`src/hdl/rspe_pkg.sv`:
```
// Shared constants, types and GF(2^8) functions of the Reed-Solomon parity encoder.
`default_nettype none
package rspe_pkg;

	localparam int PARITY_BYTES = 32;
	localparam int CODE_LEN = 255;
	localparam logic [7:0] DATA_LEN = 8'(CODE_LEN - PARITY_BYTES);
	localparam logic [8:0] FIELD_POLY = 9'h11D;
	localparam int EMIT_W = $clog2(PARITY_BYTES);

	typedef logic [7:0] gen_t [0:PARITY_BYTES];

	typedef struct packed {
		logic absorb;
		logic zero_feed;
		logic shift;
	} dp_cmd_t;

	function automatic logic [7:0] gf_mul(input logic [7:0] x, input logic [7:0] y);
		logic [8:0] a;
		logic [7:0] r;
		a = {1'b0, x};
		r = 8'h00;
		for (int i = 0; i < 8; i++) begin
			if (y[i]) begin
				r = r ^ a[7:0];
			end
			a = a << 1;
			if (a[8]) begin
				a = a ^ FIELD_POLY;
			end
		end
		return r;
	endfunction

	function automatic gen_t build_gen();
		gen_t g;
		logic [7:0] root;
		for (int k = 0; k <= PARITY_BYTES; k++) begin
			g[k] = 8'h00;
		end
		g[0] = 8'h01;
		root = 8'h01;
		for (int i = 0; i < PARITY_BYTES; i++) begin
			g[i + 1] = 8'h01;
			for (int j = i; j > 0; j--) begin
				g[j] = g[j - 1] ^ gf_mul(g[j], root);
			end
			g[0] = gf_mul(g[0], root);
			root = gf_mul(root, 8'h02);
		end
		return g;
	endfunction

	localparam gen_t GEN = build_gen();

endpackage
`default_nettype wire

```
`src/hdl/rspe_in_if.sv`:
```
// Request channel carrying message bytes into the encoder.
`default_nettype none
interface rspe_in_if;
	logic valid;
	logic ready;
	logic [7:0] data_byte;
	logic block_end;

	modport source (output valid, output data_byte, output block_end, input ready);
	modport sink (input valid, input data_byte, input block_end, output ready);
endinterface
`default_nettype wire

```
`src/hdl/rspe_out_if.sv`:
```
// Request channel carrying parity bytes out of the encoder.
`default_nettype none
interface rspe_out_if;
	logic valid;
	logic ready;
	logic [7:0] parity_byte;
	logic [4:0] parity_index;
	logic parity_last;

	modport source (output valid, output parity_byte, output parity_index,
		output parity_last, input ready);
	modport sink (input valid, input parity_byte, input parity_index,
		input parity_last, output ready);
endinterface
`default_nettype wire

```
`src/hdl/rspe_ctrl.sv`:
```
// Controller state machine: absorbs bytes, pads short blocks and sequences parity output.
`default_nettype none
module rspe_ctrl (
	input  wire logic                clk,
	input  wire logic                arst_n,
	input  wire logic                in_valid,
	input  wire logic                block_end,
	output logic                     in_ready,
	input  wire logic                out_ready,
	output logic                     out_valid,
	output logic [4:0]               parity_index,
	output logic                     parity_last,
	output rspe_pkg::dp_cmd_t        cmd
);
	typedef enum logic [2:0] {
		ST_ABSORB = 3'b001,
		ST_PAD    = 3'b010,
		ST_EMIT   = 3'b100
	} state_t;

	state_t state_q;
	logic [7:0] cnt_q;
	logic [rspe_pkg::EMIT_W-1:0] emit_q;
	logic [7:0] cnt_inc;
	logic in_acc;
	logic emit_end;

	assign in_ready = (state_q == ST_ABSORB);
	assign out_valid = (state_q == ST_EMIT);
	assign in_acc = in_ready & in_valid;
	assign cnt_inc = cnt_q + 8'd1;
	assign emit_end = (emit_q == rspe_pkg::EMIT_W'(rspe_pkg::PARITY_BYTES - 1));
	assign parity_index = 5'(emit_q);
	assign parity_last = emit_end;

	always_comb begin
		cmd.absorb = in_acc | (state_q == ST_PAD);
		cmd.zero_feed = (state_q == ST_PAD);
		cmd.shift = (state_q == ST_EMIT) & out_ready;
	end

	always_ff @(posedge clk or negedge arst_n) begin
		if (!arst_n) begin
			state_q <= ST_ABSORB;
			cnt_q <= 8'd0;
			emit_q <= '0;
		end else begin
			unique case (state_q)
				ST_ABSORB: begin
					if (in_acc) begin
						if (cnt_inc == rspe_pkg::DATA_LEN) begin
							cnt_q <= 8'd0;
							state_q <= ST_EMIT;
						end else begin
							cnt_q <= cnt_inc;
							if (block_end) begin
								state_q <= ST_PAD;
							end
						end
					end
				end
				ST_PAD: begin
					if (cnt_inc == rspe_pkg::DATA_LEN) begin
						cnt_q <= 8'd0;
						state_q <= ST_EMIT;
					end else begin
						cnt_q <= cnt_inc;
					end
				end
				ST_EMIT: begin
					if (out_ready) begin
						if (emit_end) begin
							emit_q <= '0;
							state_q <= ST_ABSORB;
						end else begin
							emit_q <= emit_q + 1'b1;
						end
					end
				end
				default: begin
					state_q <= ST_ABSORB;
				end
			endcase
		end
	end
endmodule
`default_nettype wire

```
`src/hdl/rspe_lfsr.sv`:
```
// Datapath: parity division shift register with constant GF(2^8) generator taps.
`default_nettype none
module rspe_lfsr (
	input  wire logic              clk,
	input  wire logic              arst_n,
	input  wire rspe_pkg::dp_cmd_t cmd,
	input  wire logic [7:0]        data_byte,
	output logic [7:0]             head
);
	localparam int P = rspe_pkg::PARITY_BYTES;

	logic [7:0] par_q [0:P-1];
	logic [7:0] par_d [0:P-1];
	logic [7:0] fb;

	assign head = par_q[0];
	assign fb = (cmd.zero_feed ? 8'h00 : data_byte) ^ par_q[0];

	always_comb begin
		for (int j = 0; j < P; j++) begin
			par_d[j] = par_q[j];
		end
		if (cmd.absorb) begin
			for (int j = 0; j < P - 1; j++) begin
				par_d[j] = par_q[j + 1] ^ rspe_pkg::gf_mul(fb, rspe_pkg::GEN[P - 1 - j]);
			end
			par_d[P - 1] = rspe_pkg::gf_mul(fb, rspe_pkg::GEN[0]);
		end else if (cmd.shift) begin
			for (int j = 0; j < P - 1; j++) begin
				par_d[j] = par_q[j + 1];
			end
			par_d[P - 1] = 8'h00;
		end
	end

	always_ff @(posedge clk or negedge arst_n) begin
		if (!arst_n) begin
			for (int j = 0; j < P; j++) begin
				par_q[j] <= 8'h00;
			end
		end else begin
			for (int j = 0; j < P; j++) begin
				par_q[j] <= par_d[j];
			end
		end
	end
endmodule
`default_nettype wire

```
`src/hdl/reed_solomon_parity_encoder_top.sv`:
```
// Top level of the systematic Reed-Solomon parity encoder over GF(2^8).
//
//   Channel   Role   Payload
//   msg       sink   data_byte[7:0], block_end
//   parity    source parity_byte[7:0], parity_index[4:0], parity_last
//
// Each message byte is absorbed into the parity shift register as it is accepted.
// A short block is then padded with zero bytes up to 255 - PARITY_BYTES message bytes.
// The PARITY_BYTES parity bytes follow, one per cycle in which parity.ready is high.
// No message byte is taken during padding or parity output; reset clears all state at once.
`default_nettype none
module reed_solomon_parity_encoder_top (
	input wire logic  clk,
	input wire logic  arst_n,
	rspe_in_if.sink   msg,
	rspe_out_if.source parity
);
	rspe_pkg::dp_cmd_t cmd;
	logic [7:0] head;

	rspe_ctrl u_ctrl (
		.clk          (clk),
		.arst_n       (arst_n),
		.in_valid     (msg.valid),
		.block_end    (msg.block_end),
		.in_ready     (msg.ready),
		.out_ready    (parity.ready),
		.out_valid    (parity.valid),
		.parity_index (parity.parity_index),
		.parity_last  (parity.parity_last),
		.cmd          (cmd)
	);

	rspe_lfsr u_lfsr (
		.clk       (clk),
		.arst_n    (arst_n),
		.cmd       (cmd),
		.data_byte (msg.data_byte),
		.head      (head)
	);

	assign parity.parity_byte = head;
endmodule
`default_nettype wire

```
`src/flat_wrapper.sv`:
```
// flat-port wrapper written by rule: the top's interface ports become plain ports
module reed_solomon_parity_encoder_top_flat 
  (clk, arst_n, msg_valid, msg_data_byte, msg_block_end, msg_ready, parity_valid, parity_parity_byte, parity_parity_index, parity_parity_last, parity_ready);
  rspe_in_if msg_i ();
  rspe_out_if parity_i ();
  input wire logic clk;
  input wire logic arst_n;
  input wire logic [$bits(msg_i.valid)-1:0] msg_valid;
  input wire logic [$bits(msg_i.data_byte)-1:0] msg_data_byte;
  input wire logic [$bits(msg_i.block_end)-1:0] msg_block_end;
  output wire logic [$bits(msg_i.ready)-1:0] msg_ready;
  output wire logic [$bits(parity_i.valid)-1:0] parity_valid;
  output wire logic [$bits(parity_i.parity_byte)-1:0] parity_parity_byte;
  output wire logic [$bits(parity_i.parity_index)-1:0] parity_parity_index;
  output wire logic [$bits(parity_i.parity_last)-1:0] parity_parity_last;
  input wire logic [$bits(parity_i.ready)-1:0] parity_ready;
  assign msg_i.valid = msg_valid;
  assign msg_i.data_byte = msg_data_byte;
  assign msg_i.block_end = msg_block_end;
  assign msg_ready = msg_i.ready;
  assign parity_valid = parity_i.valid;
  assign parity_parity_byte = parity_i.parity_byte;
  assign parity_parity_index = parity_i.parity_index;
  assign parity_parity_last = parity_i.parity_last;
  assign parity_i.ready = parity_ready;
  reed_solomon_parity_encoder_top u_core (.clk(clk), .arst_n(arst_n), .msg(msg_i), .parity(parity_i));
endmodule
```
`config.mk`:
```
export PLATFORM = sky130hd
export DESIGN_NAME = reed_solomon_parity_encoder_top_flat
export DESIGN_NICKNAME = d
export VERILOG_FILES = /design/src/hdl/rspe_pkg.sv /design/src/hdl/rspe_in_if.sv /design/src/hdl/rspe_out_if.sv /design/src/hdl/rspe_ctrl.sv /design/src/hdl/rspe_lfsr.sv /design/src/hdl/reed_solomon_parity_encoder_top.sv /design/src/flat_wrapper.sv
export SDC_FILE = /design/constraint.sdc
export NUM_CORES = 1
export LEC_CHECK = 0
export ABC_AREA = 1
export BUFFER_PORTS_ARGS = -buffer_cell sky130_fd_sc_hd__buf_2
export CAP_MARGIN = 10
export CORE_ASPECT_RATIO = 2
export CORE_MARGIN = 8
export CORE_UTILIZATION = 36
export DETAILED_ROUTE_END_ITERATION = 12
export HOLD_SLACK_MARGIN = 0.02
export PLACE_DENSITY = 0.6
export SLEW_MARGIN = 15
export SYNTH_ARGS = -nofsm -noshare
export SYNTH_HDL_FRONTEND = slang
export SYNTH_SLANG_ARGS = --single-unit
```
`constraint.sdc`:
```
create_clock -name clk -period 5.1 [get_ports clk]
set_input_delay 0.51 -clock clk [delete_from_list [all_inputs] [get_ports clk]]
set_output_delay 0.51 -clock clk [all_outputs]
set_load 0.01 [all_outputs]
```
### Word level (Yosys, flattened, before mapping)

Index checks and enable logic that the tools add are counted.

| word-level totals | value |
|---|---|
| bits in latches | 0 |
| RAM bits | 0 |
| word-level logic and storage cells | 243 |
| input bits | 13 |
| memories | 0 |
| ROM bits | 0 |
| register bits after elaboration | 272 |

| cells by class | value |
|---|---|
| multiply operators | 0 |
| reduce and logical (&&, ||, !) cells | 5 |
| mux-type cells | 91 |
| shifts and indexed selects | 0 |
| add/sub/neg operators | 2 |
| order comparisons | 0 |
| equality and inequality tests | 10 |
| div/mod/pow operators | 0 |
| bitwise gates (word level) | 100 |

Operator list:

| operator | count |
|---|---|
| 8-bit bitwise XOR | 90 |
| 8-bit two-way mux | 73 |
| 256-bit two-way mux | 2 |
| 5-bit two-way mux | 8 |
| 4-bit NOT | 7 |
| 3-bit two-way mux | 6 |
| 8-bit case mux with 2 select lines | 1 |
| 3-bit case mux with 3 select lines | 1 |
| 8-bit by 1-bit adder with 8-bit output (second input constant) | 1 |
| 8-bit equality test (second input constant) | 1 |
| 2-bit by 1-bit != test with 1-bit output (second input constant) | 4 |
| 5-bit by 1-bit adder with 5-bit output (second input constant) | 1 |
| 5-bit equality test (second input constant) | 1 |
| 5-bit AND reduction | 1 |
| 2-bit AND reduction | 2 |
| 2-bit nonzero test | 2 |
| 3-bit by 1-bit equality test with 1-bit output (second input constant) | 1 |
| 3-bit by 2-bit equality test with 1-bit output (second input constant) | 1 |
| 3-bit equality test (second input constant) | 1 |
| 3-bit by 2-bit != test with 1-bit output (second input constant) | 1 |
| 1-bit AND | 2 |
| 1-bit OR | 1 |

### Longest topological paths before layout

| logic depth | value |
|---|---|
| word-level depth | 28 |
| depth in mapped cells | 20 |
| mapped depth without buffers | 19 |

### Modules after synthesis

Synthesis repeated with hierarchy kept, for this count alone.

| second synthesis, totals | value |
|---|---|
| cells, all modules | 2072 |
| area total of the unflattened synthesis | 16158.0 µm² |

Modules (own cells, without submodules):

| module | times used | area each (µm²) | sequential area each (µm²) | cells an instance |
|---|---|---|---|---|
| rspe_lfsr | 1 | 15202.1 | 6406.1 | 1942 |
| rspe_ctrl | 1 | 955.9 | 401.6 | 130 |

### Least setup slack after synthesis

OpenSTA, ideal clock, no wires.

| timing path | value |
|---|---|
| path kind | flip-flop to flip-flop |
| start point | reg u_core.u_ctrl.state_q[0] |
| end point | reg u_core.u_lfsr.par_q[220] in the netlist's numbering |
| required time | 4.969 ns |
| cell stages (with the launch flop) | 13 |
| setup slack | 2.809 ns |
| arrival | 2.160 ns |
| library setup time | 0.131 ns |
| period minus slack after synthesis | 2.291 ns |
| path through | dfstp_2 inv_1 nor3_2 inv_1 o21ai_1 buf_2 inv_2 buf_2 buf_1 nor3_1 inv_1 nand3_1 o211ai_1 |

| between the ends | value |
|---|---|
| elaborated cells between the ends (all ways) | 33 |

RTL lines:

| what | line | RTL |
|---|---|---|
| start: declaration | rspe_ctrl.sv:21 | `state_t state_q;` |
| start signal: assignment | rspe_ctrl.sv:44 | `state_q <= ST_ABSORB;` |
| start signal: assignment | rspe_ctrl.sv:53 | `state_q <= ST_EMIT;` |
| start signal: assignment | rspe_ctrl.sv:57 | `state_q <= ST_PAD;` |
| 3-bit by 1-bit equality test with 1-bit output * | rspe_ctrl.sv:28 | `assign in_ready = (state_q == ST_ABSORB);` |
| named net msg_ready | flat_wrapper.sv:11 | `output wire logic [$bits(msg_i.ready)-1:0] msg_ready;` |
| 1-bit AND * | rspe_ctrl.sv:30 | `assign in_acc = in_ready & in_valid;` |
| 1-bit OR * | rspe_ctrl.sv:37 | `cmd.absorb = in_acc \| (state_q == ST_PAD);` |
| 256-bit two-way mux or 2-bit nonzero test (tied branches) | -- |  |
| end signal: indexed assignment | rspe_lfsr.sv:43 | `par_q[j] <= par_d[j];` |
| end: declaration | rspe_lfsr.sv:12 | `logic [7:0] par_q [0:P-1];` |

The timed path passes the listed nets; every way through them passes the cells marked *. The select of a mux whose other input is x is not followed.
A chain may end at the register's enable or synchronous reset.

### Worst setup path after layout

| timing path | value |
|---|---|
| start point | reg u_core.u_ctrl.state_q[2] |
| end point | reg u_core.u_lfsr.par_q[50] in the netlist's numbering |

| between the ends | value |
|---|---|
| longest elaborated chain between the ends | 21 |
| elaborated cells between the ends (all ways) | 33 |

RTL lines:

| what | line | RTL |
|---|---|---|
| 3-bit by 2-bit equality test with 1-bit output | rspe_ctrl.sv:37, rspe_ctrl.sv:38 |  |
| 8-bit two-way mux | rspe_lfsr.sv:17 | `assign fb = (cmd.zero_feed ? 8'h00 : data_byte) ^ par_q[0];` |
| 8-bit bitwise XOR | rspe_lfsr.sv:17 |  |
| 4-bit NOT (no line) | -- |  |
| 5-bit two-way mux | rspe_pkg.sv:29 | `if (a[8]) begin` |
| 8-bit two-way mux | rspe_lfsr.sv:23 | `if (cmd.absorb) begin` |
| 4-bit NOT (no line) | -- |  |
| 5-bit two-way mux | rspe_pkg.sv:29 |  |
| (+2 left out) | -- |  |
| 5-bit two-way mux | rspe_pkg.sv:29 |  |
| 8-bit two-way mux (4 in series) | rspe_lfsr.sv:23 |  |
| 5-bit two-way mux | rspe_pkg.sv:29 |  |
| 8-bit two-way mux | -- |  |
| 8-bit bitwise XOR | rspe_pkg.sv:26 | `r = r ^ a[7:0];` |
| 8-bit two-way mux | rspe_lfsr.sv:23 |  |
| 8-bit bitwise XOR | rspe_lfsr.sv:25 | `par_d[j] = par_q[j + 1] ^ rspe_pkg::gf_mul(fb, rspe_pkg::GEN[P - 1 - j]);` |
| 256-bit two-way mux | rspe_lfsr.sv:23 |  |

Parallel ways exist; a longest one is shown, timed or not. The select of a mux whose other input is x is not followed.

==> results.md <==
* Status: complete, but fails checks
* Failing checks: hold timing
* Per-cell routed wire length at 19.9 um
* Most frequent cells in the layout: 620 x nand2_1, 271 x dfrtp_1, 260 x nand3_1, 138 x o211ai_1, 131 x inv_1
* # hold bufs at CTS at 0
* Post-synth EDFFs at 0
* Setup TNS at 0 ns
* Compound-Gate Fraction of Synth Area at 13.0%
* Detailed Routing Iterations Pass 1 at 7
* FP Rows at 109
* Crit path time final at 3.72 ns
* Setup violators final at 0
* Number of max-cap violations at 0
* Gr usage total at 19.7%
* Chip height at 313 um
* Critical path class: register to register
* Clk Latency, worst-skew pair at 0.57 ns
* Vias in the first global route at 12700
* CTS Root Buffer Type: clkbuf_16
* Total die area at 51400 um^2
* # H-tree levels at 1
* Post-CTS sizing at 0
* Synthesized area at 15900 um^2
* Clock transition at path regs at 0.07 ns
* Die width at 164 um
* Sequential-to-total area share from yosys stat at 42.9%
* RR Endpoint: u_core.u_lfsr.par_q[50]
* CP Max Fanout at 26
* R2R depth at 17
* Global-route wire length before repair at 78100 um
* Synth top area share at 42.8%
* Reg2reg start: u_core.u_ctrl.state_q[2]
* Simple-gate portion of the synthesized area at 30.0%
* DRC at 0
* Initial Util at 36.1%
* Top_reg_cell synth: dfrtp_1
* Postcts setup bufs at 0
* CP Capture Type: register
* Post-Syn Instances at 2000
* Max Clk Rate at 269 MHz
* Worst Path Required at 5.56 ns
* Overflow left after global routing at 0
* Total Wirelength at 50800 um
* Largest net degree at the start of global routing at 174
* Worst-margin pin slew at 0.950 ns
* Synth Area in XOR/XNOR at 6.82%
* Initial DRC Count at 1248
* Core box area at 43900 um^2
* CTS sink count at 272
* Boundary pin count at 29
* R2R setup slack at 1.38 ns
* Share of post-route cells with drive strength above 1 at 10.6%
* Inserted Clock Buffers at 28
* Crit path launch type: register
* Average cell area after synthesis at 7.93 um^2
* CP arrival at 4.17 ns
* Area leader, netlist: dfrtp_1
* Vias post-DR at 13600
* PortBufs at 28
* Unique masters post-synth at 54
* Largest family of logic cells by synthesized area: simple AND/OR/NAND/NOR gates
* Min-delay worst type: input pin to asynchronous set/reset pin
* Yosys warns at 0
* Min Hold Slack at -0.0135 ns
* Synth area leaders: dfrtp_1 43%, nand2_1 15%, nand3_1 8.2%
* Post-Synth Adder-Cell Area at 0.316%
* CTS max path bufs at 3
* CTS tree: done
* Endpoints failing hold at 6
* Post-synthesis async set-or-reset flop share at 100%
* Dpl hpwl at 36000 um
* Avg Vias per Cell at 5.35
* Routed Antenna Nets at 0
* Commonest non-fill, non-tap cell in the layout: nand2_1
* Yosys reg bits at 272
* RSZ-0062 raised after global routing: false
* Antenna Cells at 0
* Post-synthesis mux area share at 0%
* Layout net count at 1988
* Final Cycle Share at 72.9%
* Antenna violations before repair at 0
* Gpl congestion at 0.972
* Max transition margin at 36.7%
* Max Clock Skew at 0.00929 ns
* Syn_nets at 2017
* P&R area growth vs syn at 9.10%
* Slew Viols, Final at 0
## cell families after synthesis
kind of cell,Yosys count
simple gates,1061
buf+inv,241
compound gates,319
flops,272
xor+xnor,103
fa+ha+maj,4
## cell usage after synthesis, types with 4 or more instances
| cell type | count |
|---|---|
| nand2_1 | 620 |
| dfrtp_1 | 271 |
| nand3_1 | 260 |
| o211ai_1 | 138 |
| inv_1 | 132 |
| xor2_1 | 73 |
| o21ai_0 | 69 |
| nor2_1 | 60 |
| nand2_2 | 51 |
| clkbuf_1 | 43 |
| o21ai_1 | 27 |
| o22ai_1 | 26 |
| a21oi_1 | 22 |
| nand2_4 | 21 |
| a31oi_1 | 19 |
| buf_2 | 19 |
| xnor2_1 | 13 |
| buf_1 | 12 |
| buf_4 | 12 |
| buf_6 | 10 |
| nor3_1 | 10 |
| inv_2 | 9 |
| xor2_2 | 9 |
| nand3b_1 | 8 |
| nand4_1 | 6 |
| nand3_2 | 5 |
| ha_1 | 4 |
| or2_1 | 4 |
| or2_2 | 4 |
## worst max-delay path: stages (launching register included)
cell and delay [ns]:
dfrtp_1 0.41, nor2_2 0.17, nand2_4 0.23, nand2_1 0.12
nand2_1 0.09, nand2_4 0.23, clkinv_2 0.34, nand2_1 0.17
nand2_2 0.18, nand2_1 0.13, nand2_2 0.30, nand2_1 0.16
nand2_1 0.31, nand2_1 0.30, o21ai_1 0.10, or2_1 0.22
nand3_1 0.06, nand2_1 0.06
## final cells by class
type                            instances  area, um^2
Sequential cell                       272        6810
Multi-Input combinational cell       1487        7970
Clock inverter                         14         210
Tap cell                              555         694
Clock buffer                           38         798
Inverter                              142         542
Fill cell                            4498       26600
Timing Repair Buffer                   40         278
## stage by stage
stage	instance area [um^2]	setup WS [ns]	utilization [%]	instances
after global routing	17300	1.21	39.4	2548
final	17300	1.38	39.4	2548
after detailed placement	16300	1.47	37.1	2496
after floorplan	15900	2.81	-	2000
after CTS	17300	1.43	39.4	2548
after global placement	16300	1.50	37.1	2496
## worst max-delay path by stage
stage                              from                       end  slack (ns)  depth (start not counted)
3_3_place_gp   u_core.u_ctrl.state_q[0]   u_core.u_lfsr.par_q[50]        1.50                         16
3_5_place_dp   u_core.u_ctrl.state_q[2]   u_core.u_lfsr.par_q[50]        1.47                         17
2_1_floorplan  u_core.u_ctrl.state_q[0]  u_core.u_lfsr.par_q[220]        2.81                         12
6_report       u_core.u_ctrl.state_q[2]   u_core.u_lfsr.par_q[50]        1.38                         17
5_1_grt        u_core.u_ctrl.state_q[2]   u_core.u_lfsr.par_q[50]        1.21                         17
4_1_cts        u_core.u_ctrl.state_q[2]   u_core.u_lfsr.par_q[50]        1.43                         17
## state kept, by name (all words and copies together), names as in the netlist
register	count
u_core.u_lfsr.par_q	248
u_core.u_lfsr.head	8
u_core.u_ctrl.cnt_q	8
u_core.u_ctrl.parity_index	5
u_core.u_ctrl.state_q	3
## layer usage
layer	up-vias	track usage (%)	routed length, um
li1	6610	-	-
met1	6465	25.5	21400
met2	437	31.6	23700
met3	119	2.76	2870
met4	0	9.69	2800
met5	-	0	0
Power is left out: the tool's default activity adds up to more than one toggle a clock period on the data nets, which glitch-free logic cannot reach.
